===== src/rtl/core/bfd_pkg.sv =====
// bfd_pkg: shared types and constants of the binary frame deframer
// parse state codes, error codes, frame markers and the result record
// no dependencies
package bfd_pkg;

  typedef enum logic [3:0] {
    ST_IDLE     = 4'd0,
    ST_LOST     = 4'd1,
    ST_LOST_A   = 4'd2,
    ST_LOST_B   = 4'd3,
    ST_PREFIX_1 = 4'd4,
    ST_LENGTH_0 = 4'd5,
    ST_LENGTH_1 = 4'd6,
    ST_TYPE     = 4'd7,
    ST_BODY     = 4'd8,
    ST_CHECKSUM = 4'd9,
    ST_SUFFIX_0 = 4'd10,
    ST_SUFFIX_1 = 4'd11
  } bfd_state_t;

  typedef enum logic [2:0] {
    ERR_NONE     = 3'd0,
    ERR_PROTOCOL = 3'd1,
    ERR_BUF_FULL = 3'd2,
    ERR_CHECKSUM = 3'd3,
    ERR_CHANNEL  = 3'd4
  } bfd_err_t;

  localparam logic [7:0] MARK_A0 = 8'hA0;
  localparam logic [7:0] MARK_A1 = 8'hA1;
  localparam logic [7:0] MARK_CR = 8'h0D;
  localparam logic [7:0] MARK_LF = 8'h0A;

  typedef struct packed {
    logic        data_valid;
    logic [7:0]  data_byte;
    logic        is_type;
    logic        frame_start;
    logic [15:0] frame_length;
    logic        frame_done;
    bfd_err_t    error_code;
  } bfd_result_t;

endpackage


===== src/rtl/core/bfd_if.sv =====
// bfd_in_if and bfd_out_if: valid/ready channels of the deframer
// request channel carries received bytes and channel events, result channel the parse result
// no dependencies
interface bfd_in_if;
  logic       valid;
  logic       ready;
  logic       req_type;
  logic [7:0] rx_byte;
  logic       space_ok;

  modport source (output valid, output req_type, output rx_byte, output space_ok, input ready);
  modport sink   (input valid, input req_type, input rx_byte, input space_ok, output ready);
endinterface

interface bfd_out_if;
  logic        valid;
  logic        ready;
  logic        data_valid;
  logic [7:0]  data_byte;
  logic        is_type;
  logic        frame_start;
  logic [15:0] frame_length;
  logic        frame_done;
  logic [2:0]  error_code;

  modport source (output valid, output data_valid, output data_byte, output is_type,
                  output frame_start, output frame_length, output frame_done,
                  output error_code, input ready);
  modport sink   (input valid, input data_valid, input data_byte, input is_type,
                  input frame_start, input frame_length, input frame_done,
                  input error_code, output ready);
endinterface


===== src/rtl/core/bfd_parser.sv =====
// bfd_parser: frame parse state machine with length, count, checksum and accept flag
// computes the result of one request; state advances on step
// depends on bfd_pkg
module bfd_parser (
  input  logic                clk,
  input  logic                rst_n,
  input  logic                step,
  input  logic                req_type,
  input  logic [7:0]          rx_byte,
  input  logic                space_ok,
  output bfd_pkg::bfd_result_t res
);
  import bfd_pkg::*;

  bfd_state_t  state_r, state_nxt, nxt;
  logic [15:0] len_r, len_nxt;
  logic [15:0] cnt_r, cnt_nxt;
  logic [7:0]  xor_r, xor_nxt;
  logic        acc_r, acc_nxt;
  logic [15:0] cnt_inc;
  logic [16:0] cnt_end;

  // body bytes seen so far including this one, plus the type byte
  assign cnt_inc = cnt_r + 16'd1;
  assign cnt_end = {1'b0, cnt_inc} + 17'd1;

  always_ff @(posedge clk) begin
    if (!rst_n) begin
      state_r <= ST_IDLE;
      len_r   <= '0;
      cnt_r   <= '0;
      xor_r   <= '0;
      acc_r   <= 1'b0;
    end else if (step) begin
      state_r <= state_nxt;
      len_r   <= len_nxt;
      cnt_r   <= cnt_nxt;
      xor_r   <= xor_nxt;
      acc_r   <= acc_nxt;
    end
  end

  always_comb begin
    state_nxt = state_r;
    len_nxt   = len_r;
    cnt_nxt   = cnt_r;
    xor_nxt   = xor_r;
    acc_nxt   = acc_r;
    res       = '0;
    nxt       = ST_LOST;
    if (req_type) begin
      state_nxt      = ST_LOST;
      res.error_code = ERR_CHANNEL;
    end else begin
      case (state_r)
        ST_IDLE: begin
          if (rx_byte == MARK_A0) nxt = ST_PREFIX_1;
        end
        ST_LOST, ST_LOST_A: begin
          nxt = (rx_byte == MARK_A0) ? ST_LOST_B : ST_LOST_A;
        end
        ST_LOST_B: begin
          if (rx_byte == MARK_A0)      nxt = ST_LOST_B;
          else if (rx_byte == MARK_A1) nxt = ST_LENGTH_0;
          else                         nxt = ST_LOST_A;
        end
        ST_PREFIX_1: begin
          if (rx_byte == MARK_A1) nxt = ST_LENGTH_0;
        end
        ST_LENGTH_0: begin
          len_nxt = {rx_byte, 8'h00};
          nxt     = ST_LENGTH_1;
        end
        ST_LENGTH_1: begin
          len_nxt = {len_r[15:8], rx_byte};
          if (len_nxt == 16'd0) begin
            acc_nxt = 1'b0;
          end else begin
            nxt = ST_TYPE;
            if (space_ok) begin
              acc_nxt          = 1'b1;
              res.frame_start  = 1'b1;
              res.frame_length = len_nxt;
            end else begin
              acc_nxt        = 1'b0;
              res.error_code = ERR_BUF_FULL;
            end
          end
        end
        ST_TYPE: begin
          if (acc_r) begin
            res.data_valid = 1'b1;
            res.data_byte  = rx_byte;
            res.is_type    = 1'b1;
          end
          cnt_nxt = '0;
          xor_nxt = rx_byte;
          nxt     = (len_r <= 16'd1) ? ST_CHECKSUM : ST_BODY;
        end
        ST_BODY: begin
          if (acc_r) begin
            res.data_valid = 1'b1;
            res.data_byte  = rx_byte;
          end
          cnt_nxt = cnt_inc;
          xor_nxt = xor_r ^ rx_byte;
          nxt     = (cnt_end >= {1'b0, len_r}) ? ST_CHECKSUM : ST_BODY;
        end
        ST_CHECKSUM: begin
          if (xor_r != rx_byte) begin
            res.error_code = ERR_CHECKSUM;
            acc_nxt        = 1'b0;
          end
          nxt = ST_SUFFIX_0;
        end
        ST_SUFFIX_0: begin
          if (rx_byte == MARK_CR) nxt = ST_SUFFIX_1;
        end
        ST_SUFFIX_1: begin
          if (rx_byte == MARK_LF) begin
            res.frame_done = acc_r;
            nxt            = ST_IDLE;
          end
        end
        default: begin
          nxt = ST_LOST_A;
        end
      endcase
      if (nxt == ST_LOST) res.error_code = ERR_PROTOCOL;
      state_nxt = nxt;
    end
  end

endmodule


===== src/rtl/core/bfd_out_stage.sv =====
// bfd_out_stage: result register with valid/ready toward the consumer
// holds one finished result until it is taken
// depends on bfd_pkg
module bfd_out_stage (
  input  logic                 clk,
  input  logic                 rst_n,
  input  logic                 load,
  input  bfd_pkg::bfd_result_t res_in,
  input  logic                 out_ready,
  output logic                 out_valid,
  output bfd_pkg::bfd_result_t res_out
);
  import bfd_pkg::*;

  logic        vld_r, vld_nxt;
  bfd_result_t res_r;

  always_comb begin
    vld_nxt = vld_r;
    if (load)           vld_nxt = 1'b1;
    else if (out_ready) vld_nxt = 1'b0;
  end

  always_ff @(posedge clk) begin
    if (!rst_n) vld_r <= 1'b0;
    else        vld_r <= vld_nxt;
  end

  always_ff @(posedge clk) begin
    if (load) res_r <= res_in;
  end

  assign out_valid = vld_r;
  assign res_out   = res_r;

endmodule


===== src/rtl/core/binary_frame_deframer_top.sv =====
// binary_frame_deframer_top: deframer for A0 A1 / length / payload / XOR / 0D 0A frames
// request register, parser state machine and result register
// depends on bfd_pkg, bfd_if, bfd_parser, bfd_out_stage
//
// Every request (received byte or channel-error event) gives exactly one result. One
// request is taken per clock cycle as long as the consumer keeps taking results; a
// request's result reaches the result port through the request register and then the
// parser's combinational state update into the result register. The rate is set by
// the parse state loop, which updates once per request. A stalled consumer fills the
// result and request registers and then holds off new requests.
module binary_frame_deframer_top (
  input  logic     clk,
  input  logic     rst_n,
  bfd_in_if.sink   in_ch,
  bfd_out_if.source out_ch
);
  import bfd_pkg::*;

  logic        in_vld_r, in_vld_nxt;
  logic        req_type_r;
  logic [7:0]  rx_byte_r;
  logic        space_ok_r;
  logic        adv;
  logic        out_valid;
  bfd_result_t res, res_q;

  assign adv         = in_vld_r && (!out_valid || out_ch.ready);
  assign in_ch.ready = !in_vld_r || adv;

  always_comb begin
    in_vld_nxt = in_vld_r;
    if (in_ch.valid && in_ch.ready) in_vld_nxt = 1'b1;
    else if (adv)                   in_vld_nxt = 1'b0;
  end

  always_ff @(posedge clk) begin
    if (!rst_n) in_vld_r <= 1'b0;
    else        in_vld_r <= in_vld_nxt;
  end

  always_ff @(posedge clk) begin
    if (in_ch.valid && in_ch.ready) begin
      req_type_r <= in_ch.req_type;
      rx_byte_r  <= in_ch.rx_byte;
      space_ok_r <= in_ch.space_ok;
    end
  end

  bfd_parser u_parser (
    .clk      (clk),
    .rst_n    (rst_n),
    .step     (adv),
    .req_type (req_type_r),
    .rx_byte  (rx_byte_r),
    .space_ok (space_ok_r),
    .res      (res)
  );

  bfd_out_stage u_out (
    .clk       (clk),
    .rst_n     (rst_n),
    .load      (adv),
    .res_in    (res),
    .out_ready (out_ch.ready),
    .out_valid (out_valid),
    .res_out   (res_q)
  );

  assign out_ch.valid        = out_valid;
  assign out_ch.data_valid   = res_q.data_valid;
  assign out_ch.data_byte    = res_q.data_byte;
  assign out_ch.is_type      = res_q.is_type;
  assign out_ch.frame_start  = res_q.frame_start;
  assign out_ch.frame_length = res_q.frame_length;
  assign out_ch.frame_done   = res_q.frame_done;
  assign out_ch.error_code   = 3'(res_q.error_code);

endmodule


===== src/flat_wrapper.sv =====
// flat-port wrapper written by rule: the top's interface ports become plain ports
module binary_frame_deframer_top_flat import bfd_pkg::*;
  (clk, rst_n, in_ch_valid, in_ch_req_type, in_ch_rx_byte, in_ch_space_ok, in_ch_ready, out_ch_valid, out_ch_data_valid, out_ch_data_byte, out_ch_is_type, out_ch_frame_start, out_ch_frame_length, out_ch_frame_done, out_ch_error_code, out_ch_ready);
  bfd_in_if in_ch_i ();
  bfd_out_if out_ch_i ();
  input  logic clk;
  input  logic rst_n;
  input wire logic [$bits(in_ch_i.valid)-1:0] in_ch_valid;
  input wire logic [$bits(in_ch_i.req_type)-1:0] in_ch_req_type;
  input wire logic [$bits(in_ch_i.rx_byte)-1:0] in_ch_rx_byte;
  input wire logic [$bits(in_ch_i.space_ok)-1:0] in_ch_space_ok;
  output wire logic [$bits(in_ch_i.ready)-1:0] in_ch_ready;
  output wire logic [$bits(out_ch_i.valid)-1:0] out_ch_valid;
  output wire logic [$bits(out_ch_i.data_valid)-1:0] out_ch_data_valid;
  output wire logic [$bits(out_ch_i.data_byte)-1:0] out_ch_data_byte;
  output wire logic [$bits(out_ch_i.is_type)-1:0] out_ch_is_type;
  output wire logic [$bits(out_ch_i.frame_start)-1:0] out_ch_frame_start;
  output wire logic [$bits(out_ch_i.frame_length)-1:0] out_ch_frame_length;
  output wire logic [$bits(out_ch_i.frame_done)-1:0] out_ch_frame_done;
  output wire logic [$bits(out_ch_i.error_code)-1:0] out_ch_error_code;
  input wire logic [$bits(out_ch_i.ready)-1:0] out_ch_ready;
  assign in_ch_i.valid = in_ch_valid;
  assign in_ch_i.req_type = in_ch_req_type;
  assign in_ch_i.rx_byte = in_ch_rx_byte;
  assign in_ch_i.space_ok = in_ch_space_ok;
  assign in_ch_ready = in_ch_i.ready;
  assign out_ch_valid = out_ch_i.valid;
  assign out_ch_data_valid = out_ch_i.data_valid;
  assign out_ch_data_byte = out_ch_i.data_byte;
  assign out_ch_is_type = out_ch_i.is_type;
  assign out_ch_frame_start = out_ch_i.frame_start;
  assign out_ch_frame_length = out_ch_i.frame_length;
  assign out_ch_frame_done = out_ch_i.frame_done;
  assign out_ch_error_code = out_ch_i.error_code;
  assign out_ch_i.ready = out_ch_ready;
  binary_frame_deframer_top u_core (.clk(clk), .rst_n(rst_n), .in_ch(in_ch_i), .out_ch(out_ch_i));
endmodule

===== config.mk =====
export PLATFORM = sky130hd
export DESIGN_NAME = binary_frame_deframer_top_flat
export DESIGN_NICKNAME = d
export VERILOG_FILES = /design/src/rtl/core/bfd_pkg.sv /design/src/rtl/core/bfd_if.sv /design/src/rtl/core/bfd_parser.sv /design/src/rtl/core/bfd_out_stage.sv /design/src/rtl/core/binary_frame_deframer_top.sv /design/src/flat_wrapper.sv
export SDC_FILE = /design/constraint.sdc
export NUM_CORES = 1
export LEC_CHECK = 0
export BUFFER_PORTS_ARGS = -buffer_cell sky130_fd_sc_hd__buf_2
export CAP_MARGIN = 25
export CORE_ASPECT_RATIO = 1.5
export CORE_MARGIN = 3
export CORE_UTILIZATION = 50
export CTS_CLUSTER_DIAMETER = 30
export DETAILED_ROUTE_END_ITERATION = 8
export GPL_ROUTABILITY_DRIVEN = 1
export PLACE_DENSITY = 0.73
export SLEW_MARGIN = 20
export SYNTH_ARGS = -nofsm -noshare
export SYNTH_HDL_FRONTEND = slang
export SYNTH_HIERARCHICAL = 1
export SYNTH_SLANG_ARGS = --single-unit

===== constraint.sdc =====
create_clock -name clk -period 10.3 [get_ports clk]
set_clock_uncertainty 0.1 [all_clocks]
set_input_delay 1.03 -clock clk [delete_from_list [all_inputs] [get_ports clk]]
set_output_delay 1.03 -clock clk [all_outputs]
set_load 0.01 [all_outputs]

==> results_dict.tcl, run 1 <==
set metrics [dict create \
    crit_path_start "u_core/u_parser/cnt_r[0]" \
    ys_types 62 \
    cts_root_buf "clkbuf_16" \
    r2r_slack_ns 6.02 \
    finalSetupViolations 0 \
    synth-seq-area-share_pct 42.32 \
    end_kind "flop" \
    endpoint "u_core/u_out/res_out[0]" \
    worstSkewPairLatency_ns 0.35 \
    hold_viol 0 \
    vias_per_cell 5.948 \
    ios 47 \
    synth_seq_cells 88 \
    yosysMostFrequentCell "nand2_1" \
    peakVddDrop_mv 0.08332 \
    start_kind "flop" \
    dieArea_um2 11540 \
    cts_sinks 88 \
    r2r_cells 15 \
    detail-route-antenna-nets 0 \
    cts.repair.resized 0 \
    post_drt_wl_per_cell_um 16.52 \
    final_layout_size_suffix_gt1_share_pct 13.39 \
    yosysTopAreaCell "edfxtp_1" \
    path_class "flop to flop" \
    p_leak_nw 2.077 \
    place.gp.congestion 0.9010 \
    final_util_pct 57.40 \
    worstReg2RegStart "u_core/u_parser/cnt_r[0]" \
    synth_warnings 6 \
    nNetsFinal 617 \
    avgSynthCellArea_um2 9.084 \
    htreeDepth 3 \
    first_iter_violations 281 \
    hpwlAfterDp_mm 8.250 \
    rsz0062_at_grt "false" \
    num_vias 4193 \
    crit_chain "ha_1 > xnor2_1 > nor4_1 > nor3b_2 > nand3_1 > a2111oi_2 > xnor2_1 > ha_1 > nand3_1 > nor3_1 > o31ai_1 > nand4_1 > a41oi_1 > or2_1 > a31oi_1" \
    relSlewSlack_pct 45.31 \
    syn_nets 597 \
    overflow 0 \
    coreArea_um2 9854 \
    grt_pass1_vias 4029 \
    synth_area_um2 5132 \
    async_reset_ff_share_pct 0 \
    clkSlewWorstSetupHoldPaths_ns 0.07 \
    cp_max_fo 12 \
    tightest_slew_ns 0.8180 \
    period_share_pct 41.54 \
    die_w_um 88.73 \
    port-buffer-count 46 \
    arrival_ns 4.36 \
    drt-total-wl_mm 11.64 \
    clk_path_buf_depth 2 \
    dr.pass1.iters 7 \
    synth_edf_count 41 \
    die_h_um 130.1 \
    grt_usage_pct 21.48 \
    area_growth_syn_to_layout_pct 10.21 \
    worst-endpoint-required_ns 10.39 \
    max_freq_mhz 233.7 \
    syn_inst 565 \
    tritoncts "yes" \
    drc 0 \
    yosys-top-cells-area "edfxtp_1 24%, dfxtp_1 18%, ha_1 4.4%" \
    slowest_delay_ns 0.55 \
    hold_class "flop to flop" \
    cap_viol_max_count 0 \
    antenna_found_initial 0 \
    num_rows 44 \
    synth_top_area_share_pct 23.99 \
    r2r-end "u_core/u_out/res_out[0]" \
    hold_buffers 0 \
    grt_max_degree 48 \
    synth_flop_cell "dfxtp_1" \
    synth_commonest_cells "53 x nand2_1, 47 x dfxtp_1, 41 x edfxtp_1" \
    power_density_nw_per_um2 132.0 \
    cts-buffers-inserted 9 \
    grt_pass1_wl_mm 19.23 \
    fin_tns_setup_ns 0 \
    period_minus_slack_ns 4.279 \
    diodes 0 \
    drv_slew 0 \
    cts_setup_buffers 0 \
    status "complete, no violations" \
    slowest_stage "dfxtp_1" \
    start_util_pct 52.08 \
]
how the worst min path moves through the flow:
stage | startpoint | to | slack [ns] | cells after the start
global route | u_core/u_parser/len_r[5] | u_core/u_parser/len_r[5] | 0.43 | 2
floorplan | u_core/u_parser/len_r[0] | u_core/u_parser/len_r[0] | 0.35 | 2
detailed placement | u_core/u_parser/len_r[0] | u_core/u_parser/len_r[0] | 0.38 | 2
global placement | u_core/u_parser/len_r[5] | u_core/u_parser/len_r[5] | 0.37 | 2
finish | u_core/u_parser/len_r[0] | u_core/u_parser/len_r[0] | 0.39 | 2
CTS | u_core/u_parser/len_r[0] | u_core/u_parser/len_r[0] | 0.39 | 2
logic make-up (layout without fill, tap and decap cells):
logic type / Yosys count / count (layout) / synth area share (%)
AO/OA/AOI/OAI: 119 / 119 / 14.65
XOR/XNOR: 33 / 33 / 5.631
adder cells (fa/ha/maj): 18 / 18 / 4.388
buffers and inverters: 64 / 89 / 5.339
flip-flops: 88 / 88 / 42.32
multiplexers: 9 / 9 / 1.755
AND/OR/NAND/NOR: 234 / 234 / 25.91
layout by cell type, fill, tap and decap left out, types with 6 or more instances in the layout:
cell / count
mux2i_1: 9
and2_1: 33
a21oi_1: 28
xnor2_1: 18
xor2_1: 15
nand2b_1: 8
clkbuf_16: 9
inv_1: 25
nor2b_1: 29
nand4_1: 11
a22oi_1: 9
edfxtp_1: 41
nand2_1: 53
nor3_1: 10
a21boi_0: 14
nand3_1: 24
nor2_1: 23
dfxtp_1: 47
ha_1: 18
o21ai_0: 36
nor4_1: 10
a31oi_1: 6
buf_2: 46
sequential cells by signal (all words and copies together) (netlist names):
signal                   count
u_core/u_out/out_valid       1
u_core/u_parser/state_r      4
u_core/u_parser/len_r       16
u_core/req_type_r            1
u_core/u_parser/cnt_r       16
u_core/u_parser/xor_r        8
u_core/rx_byte_r             8
u_core/space_ok_r            1
u_core/u_out/res_out        31
u_core/in_vld_r              1
u_core/u_parser/acc_r        1
cell type report:
type | instances | area (um^2)
repair buffers | 48 | 245.2
clock inverters | 7 | 78.83
inverters | 25 | 93.84
well taps | 115 | 143.9
fillers | 886 | 4198
flip-flops and latches | 88 | 2172
clock buffers | 9 | 225.2
multi-input cells | 413 | 2698
power by group:
part	switching (W)	leakage [nW]	internal, W	total [W]
logic	0.0000173	1.16	0.0000128	0.0000301
clock network	0.000142	0.146	0.000191	0.000333
registers	0.0000106	0.773	0.000373	0.000384
total	0.000170	2.08	0.000577	0.000747
per-layer routing:
layer | vias to the layer above | wire length [um] | global-route usage (%)
met5 | - | 0 | 0
met4 | 0 | 546 | 13.43
met3 | 47 | 533 | 5.054
met2 | 152 | 6002 | 35.61
met1 | 1957 | 4562 | 24.46
li1 | 2037 | - | -
through the flow:
stage / instances / instance area [um^2] / power [W] / setup WS [ns] / hold WS (ns)
after detailed placement: 689 / 5353 / 0.0004219 / 6.079 / 0.3769
after floorplan: 565 / 5132 / 0.0004073 / 5.103 / 0.3453
after global routing: 705 / 5657 / 0.0007755 / 5.763 / 0.4254
after CTS: 705 / 5657 / 0.0007552 / 6.030 / 0.3930
final: 705 / 5657 / 0.0007470 / 6.021 / 0.3948
after global placement: 689 / 5353 / 0.0004212 / 6.356 / 0.3709
worst max-delay path, delay by kind of cell (launching register included):
| kind | cells | cell delay (ns) |
|---|---|---|
| DFF | 1 | 0.55 |
| AOI/OAI and AO/OA | 4 | 0.63 |
| and+or+nand+nor | 7 | 1.80 |
| adders and majority gates | 2 | 0.75 |
| xor gates and xnor gates | 2 | 0.30 |
No activity file was read; power rests on OpenSTA's default activity.
==> inputs of run 2 (changes only) <==
--- a/config.mk
+++ b/config.mk
@@ -5,6 +5,7 @@
 export SDC_FILE = /design/constraint.sdc
 export NUM_CORES = 1
 export LEC_CHECK = 0
+export ABC_AREA = 1
 export BUFFER_PORTS_ARGS = -buffer_cell sky130_fd_sc_hd__buf_2
 export CAP_MARGIN = 25
 export CORE_ASPECT_RATIO = 1.5
@@ -13,7 +14,7 @@
 export CTS_CLUSTER_DIAMETER = 30
 export DETAILED_ROUTE_END_ITERATION = 8
 export GPL_ROUTABILITY_DRIVEN = 1
-export PLACE_DENSITY = 0.73
+export PLACE_DENSITY = 0.76
 export SLEW_MARGIN = 20
 export SYNTH_ARGS = -nofsm -noshare
 export SYNTH_HDL_FRONTEND = slang
==> constraint.sdc (replaced) <==
create_clock -name clk -period 3.9 [get_ports clk]
set_clock_uncertainty 0.1 [all_clocks]
set_input_delay 0.39 -clock clk [delete_from_list [all_inputs] [get_ports clk]]
set_output_delay 0.39 -clock clk [all_outputs]
set_load 0.01 [all_outputs]
==> run 2 against run 1 <==
Critical path depth up 7. Cell area down 1.9%. Clock-buffer cell count up 3. Critical endpoint unchanged. Fmax up 25%. Register-to-register slack worse by 5.6 ns. Non-clock buffer count up 2. Flip-flop and latch count unchanged. Largest power group unchanged. Combinational power rose to 2.7 times the previous value.
==> results_dict.tcl, run 2 <==
set metrics [dict create \
    synth_seq_cells 88 \
    synth-seq-area-share_pct 44.43 \
    ys_types 40 \
    post_dp_cell_area_um2 5214 \
    die_h_um 127.1 \
    synth_top_area_share_pct 25.19 \
    final_common_cell "nand2_1" \
    hpwlAfterDp_mm 8.318 \
    place.gp.congestion 0.9232 \
    drv_slew 0 \
    async_reset_ff_share_pct 0 \
    hold_viol 0 \
    finalSetupViolations 0 \
    yosys-top-cells-area "edfxtp_1 25%, dfxtp_1 19%, nand2_1 11%" \
    arrival_ns 3.42 \
    overflow 0 \
    final_layout_size_suffix_gt1_share_pct 16.34 \
    post_drt_wl_per_cell_um 14.07 \
    grt_usage_pct 20.67 \
    period_minus_slack_ns 3.434 \
    dieArea_um2 11020 \
    p_leak_nw 2.440 \
    cp_max_fo 5 \
    syn_nets 647 \
    hp-start "in_ch_rx_byte[3]" \
    dr.pass1.iters 5 \
    avgSynthCellArea_um2 7.949 \
    synth_commonest_cells "138 x nand2_1, 95 x inv_1, 60 x nor2_1" \
    drc 0 \
    syn_inst 615 \
    nNetsFinal 694 \
    r2r_cells 22 \
    fin_tns_setup_ns 0 \
    r2r_slack_ns 0.47 \
    first_iter_violations 260 \
    start_kind "flop" \
    fillCellCount 811 \
    antenna_found_initial 0 \
    tritoncts "yes" \
    synth_warnings 6 \
    status "complete, no violations" \
    coreArea_um2 9415 \
    grt_pass1_wl_mm 18.09 \
    diodes 0 \
    synth_edf_count 41 \
    worstReg2RegStart "u_core/u_parser/cnt_r[1]" \
    synth_flop_cell "dfxtp_1" \
    fin_cells 779 \
    cts_root_buf "clkbuf_16" \
    num_rows 43 \
    worstSkewPairLatency_ns 0.34 \
    power_density_nw_per_um2 353.5 \
    grt_pass1_vias 4078 \
    end_kind "flop" \
    clk_path_buf_depth 2 \
    clkSlewWorstSetupHoldPaths_ns 0.06 \
    post-route-worst-setup-slack_ns 0.4662 \
    worst-endpoint-required_ns 3.88 \
    pre_cts_slack_ns 0.4138 \
    drt-total-wl_mm 10.96 \
    cts_setup_buffers 0 \
    period_share_pct 88.05 \
    final_cell_mix "138 x nand2_1, 95 x inv_1, 60 x nor2_1" \
    peakVddDrop_mv 0.2848 \
    design_area_um2 5552 \
    dpl.cell_count 762 \
    tightest_slew_ns 0.7194 \
    rsz0062_at_grt "false" \
    total_power_w 0.001962 \
    vias_per_cell 5.385 \
    synth_area_um2 4888 \
    grt_max_degree 35 \
    largest_register_ff_count 31 \
    detail-route-antenna-nets 0 \
    r2r-end "u_core/u_out/res_out[0]" \
    area_growth_syn_to_layout_pct 13.57 \
    relSlewSlack_pct 51.99 \
    yosysTopAreaCell "edfxtp_1" \
    hold_class "input pin to flop" \
    cts_sinks 88 \
    cts-buffers-inserted 9 \
    die_w_um 86.74 \
    holdPathStages 1 \
    max_freq_mhz 291.2 \
    yosysMostFrequentCell "nand2_1" \
    path_class "flop to flop" \
    port-buffer-count 46 \
    htreeDepth 3 \
    num_vias 4195 \
    ios 47 \
    holdPathEnd "u_core/rx_byte_r[3]" \
    start_util_pct 51.92 \
    cap_viol_max_count 0 \
]
==> run 2: cell count changes in the layout (fill, tap and decap cells not counted), sizes merged, moves of 15 or more <==
cell	delta
nor2	+49
nor2b	-30
and2	-34
nand2	+95
inv	+71
a21oi	+23
o21ai	-21
a21boi	-15
xnor2	-15
==> run 2: final cells by class <==
| class | instances | area [um^2] | area share (%) |
|---|---|---|---|
| clock buffers | 12 | 256.5 | 4.620 |
| multi-input cells | 413 | 2273 | 40.95 |
| flip-flops and latches | 88 | 2173 | 39.15 |
| well taps | 112 | 140.1 | 2.524 |
| inverters | 100 | 375.4 | 6.761 |
| clock inverters | 4 | 52.55 | 0.9466 |
| repair buffers | 50 | 280.3 | 5.048 |
==> run 2: cell families (layout without fill, tap and decap cells) <==
| group | after synthesis | in the layout | share of synthesized area [%] |
|---|---|---|---|
| xor gates and xnor gates | 24 | 24 | 4.607 |
| DFF | 88 | 88 | 44.43 |
| AOI/OAI and AO/OA | 86 | 86 | 9.829 |
| adders and majority gates | 18 | 18 | 4.607 |
| buffers and inverters | 114 | 166 | 9.137 |
| and+or+nand+nor | 285 | 285 | 27.39 |
==> run 2: worst max-delay path: stages, from the launching register on <==
cell,delay [ns]
dfxtp_1,0.42
ha_1,0.25
or2_1,0.14
nand2_1,0.10
nor3_2,0.17
nand3_1,0.19
nor3_4,0.26
nand3_2,0.13
nor3_2,0.14
xor2_1,0.18
ha_1,0.25
inv_1,0.07
nor3_1,0.05
nor3_1,0.14
nand2_1,0.08
nand2_1,0.06
nand2_1,0.05
nand2_1,0.06
nand3_1,0.08
nand2_1,0.07
nand2_1,0.06
nand2_1,0.07
a21oi_2,0.05
==> run 2: worst max path at each step <==
stage	from	cells after the start	to	slack, ns
floorplan	out_ch_ready	10	u_core/u_parser/cnt_r[2]	0.20
global placement	u_core/u_parser/cnt_r[0]	22	u_core/u_out/res_out[0]	0.52
detailed placement	u_core/u_parser/cnt_r[0]	22	u_core/u_out/res_out[0]	0.41
CTS	u_core/u_parser/cnt_r[0]	22	u_core/u_out/res_out[0]	0.39
global route	u_core/u_parser/cnt_r[1]	22	u_core/u_out/res_out[0]	0.02
finish	u_core/u_parser/cnt_r[1]	22	u_core/u_out/res_out[0]	0.47
==> run 2: metrics by stage <==
| stage | utilization (%) | hold WS [ns] |
|---|---|---|
| after global routing | 58.96 | 0.1149 |
| after floorplan | - | 0.3303 |
| final | 58.96 | 0.1243 |
| after CTS | 58.66 | 0.1147 |
| after global placement | 55.38 | 0.3531 |
| after detailed placement | 55.38 | 0.3600 |
==> run 2: repair_timing <==
| action | CTS | global route |
|---|---|---|
| setup endpoints to repair | 0 | 2 |
| hold buffers | 0 | 0 |
| resized for setup | 0 | 1 |
==> run 2: where the power goes <==
part | switching (W) | internal, W | leakage, nW
sequential | 0.0000183 | 0.000985 | 0.783
clock | 0.000346 | 0.000533 | 0.149
combinational | 0.0000532 | 0.0000277 | 1.51
==> run 2: metal layers <==
layer	vias up	GRT usage (%)	wire [um]
met5	-	0	0
met4	0	12.11	486
met3	46	4.323	527
met2	135	37.83	5927
met1	1917	21.06	4017
li1	2097	-	-
==> inputs of run 3 (changes only) <==
--- a/config.mk
+++ b/config.mk
@@ -10,11 +10,11 @@
 export CAP_MARGIN = 25
 export CORE_ASPECT_RATIO = 1.5
 export CORE_MARGIN = 3
-export CORE_UTILIZATION = 50
-export CTS_CLUSTER_DIAMETER = 30
+export CORE_UTILIZATION = 54
+export CTS_CLUSTER_DIAMETER = 50
 export DETAILED_ROUTE_END_ITERATION = 8
 export GPL_ROUTABILITY_DRIVEN = 1
-export PLACE_DENSITY = 0.76
+export PLACE_DENSITY = 0.81
 export SLEW_MARGIN = 20
 export SYNTH_ARGS = -nofsm -noshare
 export SYNTH_HDL_FRONTEND = slang
==> run 3 against run 2 <==
Power rose by 2.1%. Combinational power rose by 2%. Clock-buffer cell count fell by 3. First-iteration DRC count rose by 14%. Critical path type unchanged. Largest cell class unchanged. Highest routed layer unchanged.
==> results_dict.tcl, run 3 (synthesis gave the netlist of run 2 again) <==
set metrics [dict create \
    worst-endpoint-required_ns 4.00 \
    status "complete, no violations" \
    drv_slew 0 \
    num_rows 41 \
    peakVddDrop_mv 0.3487 \
    final_common_cell "nand2_1" \
    hold_class "input pin to flop" \
    final_layout_size_suffix_gt1_share_pct 16.34 \
    start_util_pct 56.72 \
    worstReg2RegStart "u_core/u_parser/cnt_r[1]" \
    detail-route-antenna-nets 0 \
    area_growth_syn_to_layout_pct 13.67 \
    drc 0 \
    die_h_um 122.5 \
    max_freq_mhz 287.6 \
    clkSlewWorstSetupHoldPaths_ns 0.06 \
    largest_register_ff_count 31 \
    end_kind "flop" \
    htreeDepth 3 \
    hp-start "in_ch_rx_byte[5]" \
    period_minus_slack_ns 3.478 \
    tritoncts "yes" \
    r2r_cells 22 \
    fin_tns_setup_ns 0 \
    cts-buffers-inserted 9 \
    grt_usage_pct 23.46 \
    start_kind "flop" \
    antenna_found_initial 0 \
    nNetsFinal 694 \
    overflow 0 \
    worstSkewPairLatency_ns 0.34 \
    period_share_pct 89.17 \
    dr.pass1.iters 5 \
    rsz0062_at_grt "false" \
    path_class "flop to flop" \
    arrival_ns 3.58 \
    cts_root_buf "clkbuf_16" \
    grt_max_degree 35 \
    die_w_um 83.69 \
    vias_per_cell 5.464 \
    final_cell_mix "138 x nand2_1, 95 x inv_1, 60 x nor2_1" \
    cts_sinks 88 \
    r2r-end "u_core/u_out/res_out[0]" \
    relSlewSlack_pct 54.14 \
    hold_viol 0 \
    dpl.cell_count 757 \
    grt_pass1_vias 4281 \
    hpwlAfterDp_mm 8.514 \
    cap_viol_max_count 0 \
    power_density_nw_per_um2 360.5 \
    diodes 0 \
    finalSetupViolations 0 \
    coreArea_um2 8618 \
    fin_cells 774 \
    drt-total-wl_mm 11.52 \
    post_drt_wl_per_cell_um 14.88 \
    port-buffer-count 46 \
    ios 47 \
    num_vias 4229 \
    dieArea_um2 10250 \
    tightest_slew_ns 0.6871 \
    hold_buffers 0 \
    clk_path_buf_depth 2 \
    holdPathStages 1 \
    p_leak_nw 2.436 \
    first_iter_violations 297 \
    holdPathEnd "u_core/rx_byte_r[5]" \
    cp_max_fo 5 \
    grt_pass1_wl_mm 19.22 \
    cts_setup_buffers 0 \
    place.gp.congestion 0.9441 \
    r2r_slack_ns 0.42 \
]
==> run 3: final cells by class <==
cell class	instances	area, um^2
Tap cell	107	133.9
Clock inverter	7	95.09
Multi-Input combinational cell	413	2273
Fill cell	740	3062
Clock buffer	9	225.2
Inverter	100	375.4
Timing Repair Buffer	50	280.3
Sequential cell	88	2173
==> run 3: how the worst max path moves through the flow <==
| stage | startpoint | endpoint | cells after the start |
|---|---|---|---|
| after floorplan | out_ch_ready | u_core/u_parser/cnt_r[2] | 10 |
| after CTS | u_core/u_parser/cnt_r[0] | u_core/u_out/res_out[0] | 22 |
| after global placement | u_core/u_parser/cnt_r[0] | u_core/u_out/res_out[0] | 22 |
| after detailed placement | u_core/u_parser/cnt_r[0] | u_core/u_out/res_out[0] | 22 |
| after global routing | u_core/u_parser/cnt_r[1] | u_core/u_out/res_out[0] | 22 |
| final | u_core/u_parser/cnt_r[1] | u_core/u_out/res_out[0] | 22 |
==> run 3: stage by stage <==
step           hold WS, ns  util, %  area (um^2)  total power, W  setup WS [ns]
2_1_floorplan       0.3303        -         4888        0.001066         0.1982
3_3_place_gp        0.3412    60.42         5207        0.001097         0.5299
3_5_place_dp        0.3470    60.42         5207        0.001100         0.3942
4_1_cts             0.1140    64.14         5528        0.002011         0.3588
5_1_grt             0.1108    64.47         5557        0.002071        0.08204
6_report            0.1210    64.47         5557        0.002003         0.4225
==> run 3: power breakdown <==
group | switching [W] | internal [W]
sequential | 0.0000183 | 0.000985
combinational | 0.0000546 | 0.0000277
clock | 0.000357 | 0.000561
==> run 3: worst max-delay path: stages (launching register included) <==
cell and delay, ns:
dfxtp_1 0.42, ha_1 0.25, or2_1 0.14, nand2_1 0.10, nor3_2 0.18, nand3_1 0.17, nor3_4 0.26, nand3_2 0.14
nor3_2 0.14, xor2_1 0.09, ha_1 0.27, inv_1 0.05, nor3_1 0.30, nand2_1 0.10, nand2_1 0.07, nand2_1 0.05
nand2_1 0.05, nand2_1 0.06, nand3_1 0.08, nand2_1 0.05, nand2_1 0.08, nand2_1 0.07, a21oi_2 0.12
==> run 3: repair_timing <==
item	in CTS	in global routing
endpoints found under the setup margin	0	1
endpoints found under the hold margin	0	0
resized for setup	0	1
==> run 3: layer usage <==
layer  track usage (%)  part of all wire (%)  vias up
met5                 0                     0        -
met4             14.29                   4.7        0
met3             3.627                   4.5       43
met2             45.97                    55      141
met1             22.63                    36     1953
li1                  -                     -     2092
